==> src/sv/awp_pkg.sv <==
`default_nettype none
// ----------------------------------------------------------------------------
// awp_pkg
// Shared types, codes and default sizes of the adaptive weighted picker.
// ----------------------------------------------------------------------------
package awp_pkg;

  localparam int MAX_ENTRIES_DEF = 1024;
  localparam int WEIGHT_MAX_DEF  = 100;

  localparam int FUNC_W   = 2;
  localparam int LWGT_W   = 7;
  localparam int COUNT_W  = 16;
  localparam int DRAW_W   = 17;
  localparam int IDX_W    = 10;
  localparam int OWGT_W   = 7;
  localparam int TOTAL_W  = 17;
  localparam int STATUS_W = 2;
  localparam int STEP_W   = 7;
  localparam int MODE_W   = 2;
  localparam int CFG_IDX_W  = 2;
  localparam int CFG_DATA_W = 7;

  localparam logic [COUNT_W-1:0] COUNT_MAX = '1;

  // item functions
  localparam logic [FUNC_W-1:0] FN_LOAD    = 2'd0;
  localparam logic [FUNC_W-1:0] FN_PICK    = 2'd1;
  localparam logic [FUNC_W-1:0] FN_CORRECT = 2'd2;
  localparam logic [FUNC_W-1:0] FN_WRONG   = 2'd3;

  // result status
  localparam logic [STATUS_W-1:0] ST_OK    = 2'd0;
  localparam logic [STATUS_W-1:0] ST_FULL  = 2'd1;
  localparam logic [STATUS_W-1:0] ST_RANGE = 2'd2;
  localparam logic [STATUS_W-1:0] ST_EMPTY = 2'd3;

  // test modes
  localparam logic [MODE_W-1:0] TM_TRANS = 2'd0;
  localparam logic [MODE_W-1:0] TM_WORD  = 2'd1;
  localparam logic [MODE_W-1:0] TM_BOTH  = 2'd2;

  // register indexes
  localparam logic [CFG_IDX_W-1:0] REG_ADAPTIVE = 2'd0;
  localparam logic [CFG_IDX_W-1:0] REG_CSTEP    = 2'd1;
  localparam logic [CFG_IDX_W-1:0] REG_WSTEP    = 2'd2;
  localparam logic [CFG_IDX_W-1:0] REG_TMODE    = 2'd3;

  typedef struct packed {
    logic [FUNC_W-1:0]  func;
    logic [LWGT_W-1:0]  load_weight;
    logic [COUNT_W-1:0] load_asked;
    logic [COUNT_W-1:0] load_right;
    logic [DRAW_W-1:0]  draw_value;
    logic               coin_bit;
  } awp_in_t;

  typedef struct packed {
    logic [IDX_W-1:0]    current_index;
    logic                direction;
    logic [OWGT_W-1:0]   weight_out;
    logic [COUNT_W-1:0]  asked_out;
    logic [COUNT_W-1:0]  right_out;
    logic [TOTAL_W-1:0]  weight_total;
    logic [STATUS_W-1:0] status;
  } awp_out_t;

  typedef struct packed {
    logic                latch;
    logic                load_wr;
    logic                scan_clr;
    logic                scan_rd;
    logic                scan_step;
    logic                pick_uniform;
    logic                pick_found;
    logic                ans_rd;
    logic                ans_wr;
    logic                out_rd;
    logic                st_set;
    logic [STATUS_W-1:0] st_code;
  } awp_cmd_t;

  typedef struct packed {
    logic [FUNC_W-1:0] func;
    logic              empty;
    logic              full;
    logic              adaptive;
    logic              draw_bad;
    logic              hit;
    logic              last;
  } awp_sts_t;

  typedef enum logic [3:0] {
    S_IDLE,
    S_DECODE,
    S_SCAN_RD,
    S_SCAN_CHK,
    S_ANS_RD,
    S_ANS_WR,
    S_OUT_RD,
    S_OUT
  } awp_state_t;

endpackage
`default_nettype wire

==> src/sv/awp_ctrl.sv <==
`default_nettype none
// ----------------------------------------------------------------------------
// awp_ctrl
// Sequencer: decodes an accepted word and steps the datapath through it.
// ----------------------------------------------------------------------------
module awp_ctrl
  import awp_pkg::*;
(
  input  wire logic     clk,
  input  wire logic     rst_n,
  input  wire logic     start,
  output logic          busy,
  output logic          out_valid,
  input  wire awp_sts_t sts,
  output awp_cmd_t      cmd
);

  awp_state_t state_r, state_nxt;

  always_ff @(posedge clk) begin
    if (!rst_n) begin
      state_r <= S_IDLE;
    end else begin
      state_r <= state_nxt;
    end
  end

  always_comb begin
    state_nxt = state_r;
    cmd       = '0;
    busy      = (state_r != S_IDLE);
    out_valid = 1'b0;
    unique case (state_r)
      S_IDLE: begin
        if (start) begin
          cmd.latch = 1'b1;
          state_nxt = S_DECODE;
        end
      end
      S_DECODE: begin
        cmd.st_set = 1'b1;
        cmd.st_code = ST_OK;
        state_nxt = S_OUT_RD;
        priority if (sts.func == FN_LOAD) begin
          if (sts.full) begin
            cmd.st_code = ST_FULL;
          end else begin
            cmd.load_wr = 1'b1;
          end
        end else if (sts.empty) begin
          cmd.st_code = ST_EMPTY;
        end else if (sts.func == FN_PICK) begin
          priority if (sts.draw_bad) begin
            cmd.st_code = ST_RANGE;
          end else if (sts.adaptive) begin
            cmd.scan_clr = 1'b1;
            state_nxt = S_SCAN_RD;
          end else begin
            cmd.pick_uniform = 1'b1;
          end
        end else begin
          state_nxt = S_ANS_RD;
        end
      end
      S_SCAN_RD: begin
        cmd.scan_rd = 1'b1;
        state_nxt = S_SCAN_CHK;
      end
      S_SCAN_CHK: begin
        cmd.scan_step = 1'b1;
        priority if (sts.hit) begin
          cmd.pick_found = 1'b1;
          state_nxt = S_OUT_RD;
        end else if (sts.last) begin
          // walked past every entry without reaching the draw
          cmd.st_set = 1'b1;
          cmd.st_code = ST_RANGE;
          state_nxt = S_OUT_RD;
        end else begin
          state_nxt = S_SCAN_RD;
        end
      end
      S_ANS_RD: begin
        cmd.ans_rd = 1'b1;
        state_nxt = S_ANS_WR;
      end
      S_ANS_WR: begin
        cmd.ans_wr = 1'b1;
        state_nxt = S_OUT_RD;
      end
      S_OUT_RD: begin
        cmd.out_rd = 1'b1;
        state_nxt = S_OUT;
      end
      S_OUT: begin
        out_valid = 1'b1;
        state_nxt = S_IDLE;
      end
      default: begin
        state_nxt = S_IDLE;
      end
    endcase
  end

endmodule
`default_nettype wire

==> config.mk <==
export PLATFORM = sky130hd
export DESIGN_NAME = awp_ctrl
export DESIGN_NICKNAME = d
export VERILOG_FILES = /design/src/sv/awp_pkg.sv /design/src/sv/awp_ctrl.sv
export SDC_FILE = /design/constraint.sdc
export NUM_CORES = 1
export LEC_CHECK = 0
export BUFFER_PORTS_ARGS = -buffer_cell sky130_fd_sc_hd__buf_2
export CAP_MARGIN = 20
export CORE_AREA = 2 2 39 41
export DETAILED_ROUTE_END_ITERATION = 12
export DIE_AREA = 0 0 41 43
export SYNTH_ARGS = -nofsm -noshare
export SYNTH_HDL_FRONTEND = slang
export SYNTH_SLANG_ARGS = --single-unit
==> constraint.sdc <==
create_clock -name clk -period 1.08 [get_ports clk]
set_input_delay 0.054 -clock clk [delete_from_list [all_inputs] [get_ports clk]]
set_output_delay 0.054 -clock clk [all_outputs]
set_load 0.02 [all_outputs]
==> results of run 1 <==
## placed cells by master, fill, tap and decap left out, drive strengths merged
| cell type | synthesis | final |
|---|---|---|
| a21oi | 4 | 4 |
| and2 | 1 | 1 |
| and3 | 2 | 2 |
| and3b | 1 | 1 |
| and4 | 1 | 1 |
| and4bb | 1 | 1 |
| buf | 2 | 37 |
| clkbuf | 0 | 4 |
| dfxtp | 3 | 3 |
| inv | 3 | 3 |
| nand2 | 3 | 3 |
| nand2b | 2 | 2 |
| nand3 | 1 | 1 |
| nand3b | 1 | 1 |
| nor2 | 5 | 5 |
| nor3 | 1 | 1 |
| nor3b | 3 | 3 |
| nor4 | 1 | 1 |
| nor4b | 1 | 1 |
| o211ai | 1 | 1 |
| o21ai | 1 | 1 |
| o31ai | 2 | 2 |
| or3 | 1 | 1 |
## routing by layer
layer / part of all wire / up-vias / track usage
li1: - / 226 / -
met1: 0.37 / 221 / 0.163
met2: 0.54 / 16 / 0.244
met3: 0.049 / 5 / 0.0157
met4: 0.037 / 0 / 0.140
met5: 0 / - / 0
## cells in the mapped netlist (2+ instances only)
cell type	instances	area share
a21oi_1	4	0.063
nor2_1	4	0.047
dfxtp_1	3	0.19
inv_1	3	0.036
nor3b_1	3	0.071
nand2_1	2	0.024
## power by group through the flow
stage          Combinational [mW]  Sequential [mW]  Clock, mW
2_1_floorplan               0.156            0.135          0
3_5_place_dp                0.251            0.144          0
5_1_grt                     0.437            0.151      0.224
6_report                    0.410            0.148      0.206
3_3_place_gp                0.252            0.141          0
4_1_cts                     0.369            0.146      0.216
## cells by family (layout without fill, tap and decap cells)
group / after synthesis / in the layout / synth area share
simple gates: 25 / 25 / 0.557
flops: 3 / 3 / 0.190
buf+inv: 5 / 44 / 0.0869
compound gates: 8 / 8 / 0.166
## how the worst min path moves through the flow
| stage | from | to | slack, ps | cells past startpoint |
|---|---|---|---|---|
| 6_report | rst_n | state_r[1] | 60 | 3 |
| 5_1_grt | rst_n | state_r[1] | 60 | 3 |
| 4_1_cts | rst_n | state_r[1] | 60 | 3 |
| 3_5_place_dp | rst_n | state_r[1] | 330 | 3 |
| 3_3_place_gp | rst_n | state_r[1] | 330 | 3 |
| 2_1_floorplan | sts[3] | cmd[7] | 160 | 1 |
## per-stage QoR
| step | power [mW] | setup slack (ps) | utilization |
|---|---|---|---|
| detailed placement | 0.395 | -35.4 | 0.375 |
| global route | 0.812 | -242 | 0.555 |
| CTS | 0.732 | -196 | 0.520 |
| finish | 0.764 | -187 | 0.555 |
| global placement | 0.393 | 1.30 | 0.375 |
| floorplan | 0.291 | -52.0 | - |
## repair_timing
item	CTS	global route
pin swaps	6	4
resized for setup	43	8
buffers inserted	6	1
cloned	0	0
setup endpoints to repair	15	17
## worst max-delay path, cell delays in order, from the launching register on
cell      delay, ps
dfxtp_4         350
and3b_2         240
nand3b_1        140
nand2_1         120
buf_6           120
## final cells by class
class / count / area (sq um)
Sequential cell: 3 / 71.3
Timing Repair Buffer: 37 / 310
Tap cell: 16 / 20.0
Fill cell: 128 / 616
Inverter: 3 / 13.8
Multi-Input combinational cell: 33 / 327
Clock buffer: 4 / 26.3
==> key figures, run 1 <==
GRT
  • Gr ovfl total: 0
  • First-pass GRT wire length: 1.77 mm
  • Total track usage: 0.153
  • Initial antenna violation count: 0
  • Vias in the first global route: 444
  • Largest net degree at the start of global routing: 7

Routing
  • Wirelength per Cell: around 12 um
  • Vias: 468
  • Final ANT Viol Nets: 0
  • DRC violations left: 0
  • Via/cell ratio: 4.88
  • Wirelength, routed: roughly 1.2 mm
  • Pre-antenna DRT Iters: 3
  • Initial DRC count: 2

Critical path
  • Reg2Reg Setup Slack: -140 ps
  • R2r worst-path depth: 5
  • Worst Setup SP: state_r[2]
  • Worst flop-to-flop path endpoint: state_r[2]
  • Startpoint types: register
  • Maximum fanout along the worst path: 5
  • Worst setup path category: reg2out
  • RR Startpoint: state_r[2]
  • Critical path arrival: 1210 ps
  • Crit path capture: cmd[2]
  • Endpoint class of the critical path: output port
  • Worst Path Required: 1030 ps

Yosys
  • Post-Syn Nets: 52
  • Avg Inst Size Synth: 7.72 sq um
  • Synthesized cell area: 317 sq um
  • Ys flop type: dfxtp_1
  • Asr flop ratio synth: 0
  • Seq/Total Area, Yosys: 0.190
  • Post-synth EDFFs: 0
  • Yosys cell types: 28
  • Ys Warns: 0
  • Syn Inst Count: 41
  • Number of synthesized register bits: 3

Die
  • Cell Rows: 14
  • I/O pin count: 26
  • Die Height: 43 um
  • Die Area: 0.00176 sq mm
  • Core ar.: 0.00138 sq mm
  • Die width: between 40 and 50 um
  • Initial Util: 0.229

STA
  • Period minus WS final: 1270 ps
  • Final hold slack: just over 60 ps
  • Max Freq: between 0.7 and 0.8 GHz
  • Slew headroom: 0.775
  • Final setup TNS: -2100 ps
  • Final setup violation count: 16
  • Worst slew pin tran: 336 ps
  • Smallest setup slack after layout: -187 ps
  • RSZ-0062 raised after global routing: yes
  • Max-slew violations: 0
  • Final period utilization: 1.17
  • Fin Clk Skew: 2.46 ps
  • Hold Fails Final Rpt: 0

Clock network
  • # clock sinks: 3
  • Clock-pin slew on the worst setup and hold paths: 40 ps
  • Hold-fix buffers at CTS: 0
  • CTS root buffer: clkbuf_4
  • Clk_lat worst skew: 240 ps
  • H-tree depth: 1
  • Cts bufs inserted: 3
  • CTS Buffer Depth: 2
  • CTS tree: built

Power
  • Logic pwr share: 0.536
  • Leakage: 0.347 nW
  • Sw Share: 0.367
  • Seq pwr share: 0.194
  • Pint: around 480 uW
  • Peak supply drop: 0.000570 V
  • Clock network power share: 0.270
  • NetSw: between 200 and 300 uW
  • Pwr dens: a little under 1000 mW/mm^2

Layout
  • Syn-to-layout area delta: 143%
  • Fin cells: 96
  • Post-route cell area: 768 sq um
  • Largest register FFs: 3
  • Layout cell share with drive strength beyond 1: 0.775
  • Nets: between 90 and 100
  • Biggest regs: state_r (3)
  • Antenna cells: 0
  • Reg with most FFs: state_r

Placed design
  • Placed standard-cell area: 519 sq um
  • Detailed Place HPWL: 733 um
  • GP Congestion: 0.741
  • Placed instance count: 86
  • IO buf count: 25

Outcome
  • Failing checks: negative setup slack
  • Status: finished with violations

Min path
  • Worst hold-check path type: in2reg

Flow run
  • Max Cap Viol: 0
Power figures use the tool's default switching activity.
==> inputs of run 2 (changes only) <==
Settings changed: TNS_END_PERCENT set to 50.
==> key figures, run 2 (same netlist as run 1, synthesis figures left out) <==
Outcome
  • Status: finished with violations (unchanged)
  • Failing checks: negative setup slack (unchanged)

Power
  • Clock network power share: 0.305 (was 0.270)
  • Peak supply drop: 0.000514 V (was 0.000570 V)
  • Logic pwr share: 0.474 (was 0.536)
  • Leakage: 0.300 nW (was 0.347 nW)
  • NetSw: 236 uW (was 280 uW)
  • Pint: 422 uW (was 484 uW)
  • Pwr dens: 1040 mW/mm^2 (was 994 mW/mm^2)
  • Sw Share: 0.359 (was 0.367)
  • Seq pwr share: 0.221 (was 0.194)

Layout
  • Largest register FFs: 3 (unchanged)
  • Post-route cell area: 634 sq um (was 768 sq um)
  • Biggest regs: state_r (3) (unchanged)
  • Filler Cell Count: 141 (was 128)
  • Nets: 86 (was 92)
  • Most frequent cells in the layout: 16 x buf_2, 8 x buf_4, 5 x buf_6, 4 x a21oi_1 (was 14 x buf_6, 11 x buf_2, 11 x buf_4)
  • Most common cell after layout, fill and taps aside: buf_2 (was buf_6)
  • Layout cell share with drive strength beyond 1: 0.676 (was 0.775)
  • Antenna cells: 0 (unchanged)
  • Syn-to-layout area delta: 100% (was 143%)
  • Reg with most FFs: state_r (unchanged)

Clock network
  • Cts bufs inserted: 3 (unchanged)
  • CTS tree: built (unchanged)
  • CTS root buffer: clkbuf_4 (unchanged)
  • Clock-pin slew on the worst setup and hold paths: 40 ps (about the same)
  • Clk_lat worst skew: 230 ps (was 240 ps)
  • H-tree depth: 1 (unchanged)
  • CTS Buffer Depth: 2 (unchanged)
  • # clock sinks: 3 (unchanged)

Die
  • Initial Util: 0.229 (unchanged)
  • Core ar.: 0.00138 sq mm (unchanged)
  • I/O pin count: 26 (unchanged)
  • Cell Rows: 14 (unchanged)
  • Die Height: 43 um (unchanged)
  • Die Area: 0.00176 sq mm (unchanged)
  • Die width: 41 um (unchanged)

GRT
  • Gr ovfl total: 0 (unchanged)
  • Initial antenna violation count: 0 (unchanged)
  • First-pass GRT wire length: 1.36 mm (was 1.77 mm)
  • Largest net degree at the start of global routing: 10 (was 7)
  • Vias in the first global route: 338 (was 444)
  • Total track usage: 0.113 (was 0.153)

STA
  • Slew headroom: 0.814 (was 0.775)
  • RSZ-0062 raised after global routing: yes (unchanged)
  • Worst slew pin tran: 278 ps (was 336 ps)
  • Period minus WS final: 1240 ps (was 1270 ps)
  • Max-slew violations: 0 (unchanged)
  • Final setup violation count: 13 (was 16)
  • Fin Clk Skew: 1.27 ps (was 2.46 ps)
  • Max Freq: 0.804 GHz (was 0.789 GHz)
  • Final period utilization: 1.15 (was 1.17)
  • Smallest setup slack after layout: -164 ps (was -187 ps)
  • Hold Fails Final Rpt: 0 (unchanged)
  • Final setup TNS: -1310 ps (was -2100 ps)

Routing
  • Pre-antenna DRT Iters: 4 (was 3)
  • DRC violations left: 0 (unchanged)
  • Wirelength per Cell: 11.0 um (was 12.2 um)
  • Final ANT Viol Nets: 0 (unchanged)
  • Initial DRC count: 2 (unchanged)
  • Via/cell ratio: 4.59 (was 4.88)
  • Vias: 413 (was 468)
  • Wirelength, routed: 986 um (was 1.17 mm)

Critical path
  • Endpoint class of the critical path: output port (unchanged)
  • Worst setup path category: reg2out (unchanged)
  • Maximum fanout along the worst path: 6 (was 5)
  • Startpoint types: register (unchanged)
  • Worst Path Required: 1030 ps (about the same)
  • Critical path arrival: 1190 ps (was 1210 ps)

Placed design
  • IO buf count: 25 (unchanged)
  • Pre-CTS WS: -18.0 ps (was -35.4 ps)
  • Detailed Place HPWL: 677 um (was 733 um)
  • GP Congestion: 0.681 (was 0.741)
  • Placed standard-cell area: 494 sq um (was 519 sq um)

Min path
  • Worst hold-check path type: in2reg (unchanged)

Flow run
  • Max Cap Viol: 0 (unchanged)
## run 2: path summary, 6_finish.rpt
kind	depth (start not counted)	slack (ps)	start	endpoint
hold / removal	3	80	rst_n	state_r[0]
hold reg to reg	3	650	state_r[1]	state_r[1]
setup / recovery	3	-160	state_r[1]	cmd[12]
setup reg to reg	4	30	state_r[0]	state_r[2]
## run 2: what timing repair did
item / 4_1_cts / 5_1_grt
pin swaps: 5 / 2
buffers inserted: 0 / 1
gates cloned: 0 / 1
resized for setup: 12 / 15
hold buffers: 0 / 0
setup endpoints to repair: 15 / 14
## run 2: stage by stage
step                      cells  power [mW]  utilization  hold slack, ps
final                        90       0.657        0.458            77.9
after global routing         90       0.715        0.458            67.9
after CTS                    88       0.608        0.399            68.8
after detailed placement     84       0.377        0.357             322
after global placement       84       0.375        0.357             325
after floorplan              41       0.287            -             159
## run 2: cell type report
class,count,area [sq um],area share
multi-input cells,33,269,0.424
inverters,3,13.8,0.0217
flip-flops and latches,3,68.8,0.108
clock buffers,4,26.3,0.0414
well taps,16,20.0,0.0316
repair buffers,31,236,0.373
## run 2: power by group through the flow
stage | Clock (mW) | Combinational [mW] | Sequential, mW
2_1_floorplan | 0 | 0.152 | 0.135
3_5_place_dp | 0 | 0.236 | 0.141
6_report | 0.200 | 0.312 | 0.146
4_1_cts | 0.205 | 0.260 | 0.143
3_3_place_gp | 0 | 0.235 | 0.140
5_1_grt | 0.231 | 0.336 | 0.148
## run 2: worst max-delay path: stages (launching register included)
cell,delay (ps)
dfxtp_4,360
or3_4,400
nor2_4,90
buf_6,110
## run 2: layer usage
layer	up-vias	global-route usage	wire [um]
li1	215	-	-
met1	184	0.166	461
met2	14	0.144	462
met3	0	0.0471	62
met4	0	0.0400	0
met5	-	0	0
==> inputs of run 3 (changes only) <==
Settings changed: GPL_TIMING_DRIVEN set to 0.
==> key figures, run 3 (same netlist as run 1, synthesis figures left out) <==
Critical path
  • Endpoint class of the critical path: output port (unchanged)
  • Startpoint types: register (unchanged)
  • Maximum fanout along the worst path: 4 (was 6)
  • Worst setup path category: reg2out (unchanged)
  • Critical path arrival: 1270 ps (was 1190 ps)
  • Worst Path Required: 1030 ps (about the same)
  • R2r worst-path depth: 6 (was 4)

GRT
  • Vias in the first global route: 354 (was 338)
  • Largest net degree at the start of global routing: 11 (was 10)
  • Initial antenna violation count: 0 (unchanged)
  • First-pass GRT wire length: 1.42 mm (was 1.36 mm)
  • Gr ovfl total: 0 (unchanged)
  • Total track usage: 0.121 (was 0.113)

Clock network
  • H-tree depth: 1 (unchanged)
  • Clock-pin slew on the worst setup and hold paths: 40 ps (about the same)
  • # clock sinks: 3 (unchanged)
  • CTS tree: built (unchanged)
  • CTS Buffer Depth: 2 (unchanged)
  • Cts bufs inserted: 3 (unchanged)
  • Clk_lat worst skew: 230 ps (about the same)
  • CTS root buffer: clkbuf_4 (unchanged)

STA
  • Final period utilization: 1.22 (was 1.15)
  • Fin Clk Skew: 0.141 ps (was 1.27 ps)
  • Slew headroom: 0.772 (was 0.814)
  • Worst slew pin tran: 340 ps (was 278 ps)
  • Max Freq: 0.757 GHz (was 0.804 GHz)
  • RSZ-0062 raised after global routing: yes (unchanged)
  • Period minus WS final: 1320 ps (was 1240 ps)
  • Hold Fails Final Rpt: 0 (unchanged)
  • Smallest setup slack after layout: -240 ps (was -164 ps)
  • Max-slew violations: 0 (unchanged)
  • Final hold slack: 72.1 ps (was 77.9 ps)
  • Final setup violation count: 15 (was 13)

Die
  • Die Height: 43 um (unchanged)
  • I/O pin count: 26 (unchanged)
  • Initial Util: 0.229 (unchanged)
  • Core ar.: 0.00138 sq mm (unchanged)
  • Die width: 41 um (unchanged)
  • Cell Rows: 14 (unchanged)
  • Die Area: 0.00176 sq mm (unchanged)

Routing
  • Initial DRC count: 5 (was 2)
  • Pre-antenna DRT Iters: 4 (unchanged)
  • Vias: 434 (was 413)
  • Wirelength per Cell: 10.8 um (was 11.0 um)
  • Wirelength, routed: 986 um (unchanged)
  • Via/cell ratio: 4.77 (was 4.59)
  • DRC violations left: 0 (unchanged)
  • Final ANT Viol Nets: 0 (unchanged)

Layout
  • Filler Cell Count: 142 (was 141)
  • Largest register FFs: 3 (unchanged)
  • Fin cells: 91 (was 90)
  • Biggest regs: state_r (3) (unchanged)
  • Most common cell after layout, fill and taps aside: buf_2 (unchanged)
  • Nets: 87 (was 86)
  • Most frequent cells in the layout: 15 x buf_2, 10 x buf_4, 7 x buf_6 (was 16 x buf_2, 8 x buf_4, 5 x buf_6, 4 x a21oi_1)
  • Syn-to-layout area delta: 101% (was 100%)
  • Antenna cells: 0 (unchanged)
  • Reg with most FFs: state_r (unchanged)
  • Layout cell share with drive strength beyond 1: 0.707 (was 0.676)

Power
  • Peak supply drop: 0.000681 V (was 0.000514 V)
  • Leakage: 0.304 nW (was 0.300 nW)
  • Pwr dens: 1030 mW/mm^2 (was 1040 mW/mm^2)

Min path
  • Hold path depth: 3 (unchanged)
  • Worst hold-check path type: in2reg (unchanged)

Placed design
  • Detailed Place HPWL: 658 um (was 677 um)
  • GP Congestion: 0.663 (was 0.681)
  • IO buf count: 25 (unchanged)
  • Placed instance count: 82 (was 84)

Flow run
  • Max Cap Viol: 0 (unchanged)

Outcome
  • Status: finished with violations (unchanged)
  • Failing checks: negative setup slack (unchanged)
[run 3: changes by cell type in the layout (fill, tap and decap cells not counted), sizes merged]
cell	change
buf	+2
clkbuf	-1
[run 3: final cells by class]
type | count | area [sq um] | share of cell area
flip-flops and latches | 3 | 65.1 | 0.102
clock buffers | 4 | 26.3 | 0.0413
well taps | 16 | 20.0 | 0.0314
multi-input cells | 33 | 285 | 0.448
inverters | 3 | 11.3 | 0.0177
plain buffers | 2 | 22.5 | 0.0354
repair buffers | 30 | 206 | 0.324
[run 3: critical path, stage by stage, from the launching register on]
cell and delay [ps]:
dfxtp_2 310, buf_6 120, and3b_2 240, nand3b_1 110, o31ai_2 80, buf_4 170
[run 3: routing by layer]
| metal | track usage | share of wire | vias to the layer above | wire, um |
|---|---|---|---|---|
| met5 | 0 | 0 | - | 0 |
| met4 | 0.0600 | 0.0081 | 0 | 8 |
| met3 | 0.0681 | 0.075 | 2 | 74 |
| met2 | 0.150 | 0.49 | 16 | 482 |
| met1 | 0.162 | 0.43 | 197 | 420 |
| li1 | - | - | 219 | - |
[run 3: path summary, 6_finish.rpt]
kind / from / to / slack [ps]
worst max-delay path: state_r[2] / cmd[1] / -240
worst min-delay path: rst_n / state_r[1] / 70
worst max register to register: state_r[2] / state_r[2] / -50
worst min register to register: state_r[1] / state_r[1] / 600
[run 3: metrics by stage]
stage	setup TNS [ps]	util	cell area, sq um	setup slack [ps]	power, mW
floorplan	-224	-	335	-84.0	0.287
CTS	-2200	0.428	592	-261	0.632
global placement	-168	0.347	480	-127	0.361
global route	-3020	0.460	637	-301	0.712
detailed placement	-247	0.347	480	-139	0.363
finish	-2110	0.460	637	-240	0.659
[run 3: report_power, final]
part           internal (mW)  total, mW  switching, mW  leakage [nW]
Sequential             0.125      0.140         0.0151        0.0259
Combinational          0.157      0.323          0.166         0.263
Clock                  0.138      0.196         0.0578        0.0150
Total                  0.420      0.659          0.239         0.304
[run 3: repair_timing]
action / 4_1_cts / 5_1_grt
pin swaps: 5 / 1
hold buffers: 0 / 0
endpoints found under the setup margin: 15 / 17
hold endpoints to repair: 0 / 0
buffers inserted: 3 / 2
resized for setup: 20 / 9
